## config.mk

```make
export PLATFORM = sky130hd
export DESIGN_NAME = psa_ram
export DESIGN_NICKNAME = d
export VERILOG_FILES = /design/src/rtl/psa_ram.sv
export SDC_FILE = /design/constraint.sdc
export NUM_CORES = 1
export LEC_CHECK = 0
export BUFFER_PORTS_ARGS = -buffer_cell sky130_fd_sc_hd__buf_2
export CAP_MARGIN = 20
export CORE_ASPECT_RATIO = 0.75
export CORE_UTILIZATION = 40
export DETAILED_ROUTE_END_ITERATION = 8
export GPL_ROUTABILITY_DRIVEN = 0
export PLACE_DENSITY = 0.55
export SLEW_MARGIN = 20
export SYNTH_ARGS = -nofsm -noshare
export SYNTH_HDL_FRONTEND = slang
export SYNTH_SLANG_ARGS = --single-unit
```

## constraint.sdc

```tcl
create_clock -name i_clk -period 2.3 [get_ports i_clk]
set_input_delay 0.345 -clock i_clk [delete_from_list [all_inputs] [get_ports i_clk]]
set_output_delay 0.345 -clock i_clk [all_outputs]
set_load 0.02 [all_outputs]
```

## src/rtl/psa_ram.sv

```systemverilog
// Single-port-write, single-port-read synchronous RAM with a registered read port.
// Used for the page owner table and the segment tag store. No dependencies.
module psa_ram #(
    parameter int W     = 8,
    parameter int DEPTH = 64,
    parameter int AW    = 6
) (
    input  logic          i_clk,
    input  logic          i_rd_en,
    input  logic [AW-1:0] i_rd_addr,
    output logic [W-1:0]  o_rd_data,
    input  logic          i_wr_en,
    input  logic [AW-1:0] i_wr_addr,
    input  logic [W-1:0]  i_wr_data
);

    logic [W-1:0] r_mem [DEPTH];
    logic [W-1:0] r_q;

    // Write port
    always_ff @(posedge i_clk) begin
        if (i_wr_en) begin
            r_mem[i_wr_addr] <= i_wr_data;
        end
    end

    // Registered read port
    always_ff @(posedge i_clk) begin
        if (i_rd_en) begin
            r_q <= r_mem[i_rd_addr];
        end
    end

    assign o_rd_data = r_q;

endmodule

```

## Word-level counts from Yosys, hierarchy flattened

Memory sizes are Yosys's and may differ from the RTL's. A register that Yosys moved wholly into a read port is not among the register bits.
Cells that the tools add are included.

| operators by class | value |
|---|---|
| multiplexer cells | 2 |

Operators with widths:

| operator | number |
|---|---|
| $mux W1 | 2 |

| storage, ports and cells | value |
|---|---|
| memory bits (writable) | 512 |
| memories kept | 1 |
| register bits after elaboration | 0 |
| logic and storage cells | 3 |
| output and inout port bits | 8 |
| bits of input ports | 23 |

Memory list:

| name | words | bits a word | read ports | clocked after memory_dff | write ports | RTL line | text |
|---|---|---|---|---|---|---|---|
| r_mem | 64 | 8 | 1 | 1 | 1 | 17 | `logic [W-1:0] r_mem [DEPTH];` |

## Depth between registers and ports, before layout

| depth | value |
|---|---|
| depth in word-level cells | 2 |
| gate-level depth with buffers | 9 |

## Least setup slack after synthesis

Ideal clock, no wire load.

| timing | value |
|---|---|
| path kind | input to register |
| start | input i_rd_addr[1] |
| end | register r_q[3], in the netlist o_rd_data[3], read port of r_mem, data pin |
| setup slack | 149 ps |
| arrival time | 1885 ps |
| stages | 7 |
| path through | buf_4 > buf_2 > buf_2 > mux4_2 > mux4_2 > o21ai_1 > o41ai_1 |

RTL lines:

| item | RTL line | text |
|---|---|---|
| start: declaration | 10 | `input logic [AW-1:0] i_rd_addr,` |
| end: declaration | 18 | `logic [W-1:0] r_q;` |

==> metrics.yaml <==
clocking:
  cts_root_buf: "clkbuf_16"
  clk_pin_slew_ps: 60
  cts_tree: "yes"
  cts_buffer_depth: 3
  clock_sinks: 520
  cts-hold-fix-buffers: 0
  cts_made_buffers: 50
  cts_htree_levels: 2
  clock_latency_ps: 570
synth:
  synth_nets: 963
  synth_top_area_frac: 0.771
  synth_edf_count: 520
  ys_warn_count: 0
  async_flop_share: 0
  ys_types: 39
  synth_area_sq_mm: 0.0202
  synth_area_leaders: "edfxtp_1 (77%), mux4_2 (14%), nor2_1 (1.5%)"
  yosys.area.top_type: "edfxtp_1"
  synth_cells: 940
  avgSynthCellArea_sq_um: 21.5
  synth-seq-cells: 520
  synth_ff_type: "edfxtp_1"
  ys_seq_area_frac: 0.771
global_route:
  grt_max_degree: 57
  grtUsageTotal: 0.195
  overflow: 0
  grt_pass1_wl_um: 71400
  grt_antenna_before_repair: 1
  grt_pass1_vias: 10100
detailed_routing:
  first_iter_violations: 1010
  ant_nets: 0
  remaining_drc_errors: 0
  first_pass_iters: 5
  routed_wl_um: 48700
  via_per_inst: 5.47
  vias: 10000
  wl_per_cell_um: 26.6
die:
  dieHeight_um: 197
  core_sq_mm: 0.0500
  dieArea_sq_mm: 0.0515
  die_w_um: 262
  initial_core_util: 0.405
  ioPinCount: 31
  core.rowCount: 71
timing:
  finalCritPeriodShare: 0.964
  tightest_slew_ps: 759
  fmax_mhz: 451
  setup_viol: 0
  finClkSkew_ps: 12.3
  hold_viol: 0
  holdWs_ps: 76.6
  maxSlewViolCount: 0
  max_slew_margin: 0.494
  min_period_ps: 2220
  rsz0062_at_grt: "no"
power:
  peakVddDrop_uv: 670
  power_leakage_nw: 7.76
  p_seq_frac: 0.527
  switching_share: 0.207
  p_clk_frac: 0.417
  p_sw_w: 0.00414
  internal-power_w: 0.0159
  p_per_area_mw_per_mm2: 834
  combPwrFrac: 0.056
run:
  maxCapViolations: 0
outcome:
  status: "completed"
cells_and_area:
  drive_above_1_share: 0.345
  final_cell_area_sq_mm: 0.0240
  nNetsFinal: 1153
  layout.cells.non_filler: 1828
  area_growth_pct: 18.4
placed_design:
  place_area_sq_mm: 0.0223
  dp_hpwl_um: 32200
  placement.io_buffers: 30
  dp.cells: 1735
worst_setup_path:
  critPathKind: "reg2reg"
  start_kind: "flop"
  critPathCaptureType: "flop"
  arrival_ps: 2520
  required_ps: 2600
  cp_max_fo: 1
hold_path:
  hold_class: "in2reg"
==> cell type report <==
class / count / area [sq um]
multi-input cells: 369 / 4340
repair buffers: 189 / 1530
diodes: 1 / 2.50
well taps: 657 / 822
clock buffers: 67 / 1380
fillers: 4113 / 26000
flip-flops and latches: 520 / 15600
clock inverters: 25 / 279
==> sequential cells by signal, indices dropped and copies added, names as in the netlist <==
register,cells
o_rd_data,8
r_mem,512
==> placed cells by master (no fill, tap or decap), types with 7 or more instances in the layout <==
| master | synthesis | layout |
|---|---|---|
| mux4_2 | 126 | 126 |
| buf_4 | 13 | 147 |
| o22ai_1 | 8 | 8 |
| nand2_1 | 19 | 19 |
| nand3_1 | 13 | 13 |
| edfxtp_1 | 520 | 520 |
| clkbuf_1 | 17 | 14 |
| clkinv_1 | 0 | 8 |
| nand2b_1 | 7 | 7 |
| nor2b_1 | 14 | 14 |
| clkbuf_16 | 0 | 53 |
| mux2i_1 | 23 | 23 |
| nor2_1 | 83 | 82 |
| buf_2 | 11 | 27 |
| nor3_1 | 7 | 7 |
| buf_12 | 2 | 14 |
| mux2_2 | 13 | 13 |
| o221ai_1 | 8 | 8 |
==> synthesized netlist by cell type, types with 4 or more instances <==
master / n
nand3_1: 13
nand2_1: 19
mux2i_1: 23
buf_2: 11
o22ai_1: 8
mux4_2: 126
edfxtp_1: 520
clkbuf_1: 17
buf_6: 4
nand2b_1: 7
nor2b_1: 14
o221ai_1: 8
buf_1: 4
a221oi_1: 6
nor3_1: 7
nor2_1: 83
a211oi_1: 4
mux2_2: 13
buf_4: 13
==> worst max-delay path, stage by stage, from the launching register on <==
cell and delay, ps:
edfxtp_1 370, mux4_2 490, mux4_2 490, nor2_1 280
nor3_1 160, o2bb2ai_1 150
==> worst paths after layout <==
path	from	end	slack, ps	cells after the start
max	r_mem[15][2]$_DFFE_PP_	o_rd_data[2]$_DFFE_PP_	80	5
min	i_wr_data[1]	r_mem[42][1]$_DFFE_PP_	80	1
max reg2reg	r_mem[15][2]$_DFFE_PP_	o_rd_data[2]$_DFFE_PP_	80	5
min reg2reg	r_mem[30][6]$_DFFE_PP_	o_rd_data[6]$_DFFE_PP_	930	3
==> power by group through the flow <==
stage / Sequential [W] / Combinational (W) / Clock (W)
after detailed placement: 0.0107 / 0.00113 / 0
after global placement: 0.0107 / 0.00112 / 0
after global routing: 0.0105 / 0.00120 / 0.00886
after floorplan: 0.0107 / 0.000559 / 0
final: 0.0105 / 0.00113 / 0.00834
after CTS: 0.0105 / 0.00113 / 0.00851
==> through the flow <==
stage          setup TNS (ps)  worst slack, ps  total power (W)  utilization
3_5_place_dp            -2770             -548           0.0119        0.446
5_1_grt                     0             25.1           0.0206        0.479
2_1_floorplan               0              149           0.0113            -
4_1_cts                     0             8.92           0.0202        0.479
6_report                    0             83.3           0.0200        0.479
3_3_place_gp            -2660             -551           0.0119        0.446
==> timing repair <==
action                                  4_1_cts  5_1_grt
resized for setup                             2        2
setup buffers                                 0        0
gates cloned                                  0        0
endpoints found under the setup margin        2        2
==> per-layer routing <==
layer,track usage,share of wire,up-vias
li1,-,-,4320
met1,0.317,0.49,5354
met2,0.274,0.44,295
met3,0.0332,0.060,39
met4,0.0342,0.011,0
met5,0,0,-
==> cells by family after synthesis <==
family	share of synthesized area
and+or+nand+nor	0.0337
muxes	0.159
AOI/OAI and AO/OA	0.0206
DFF	0.771
buffers and inverters	0.0156
No activity file was read; power rests on OpenSTA's default activity.
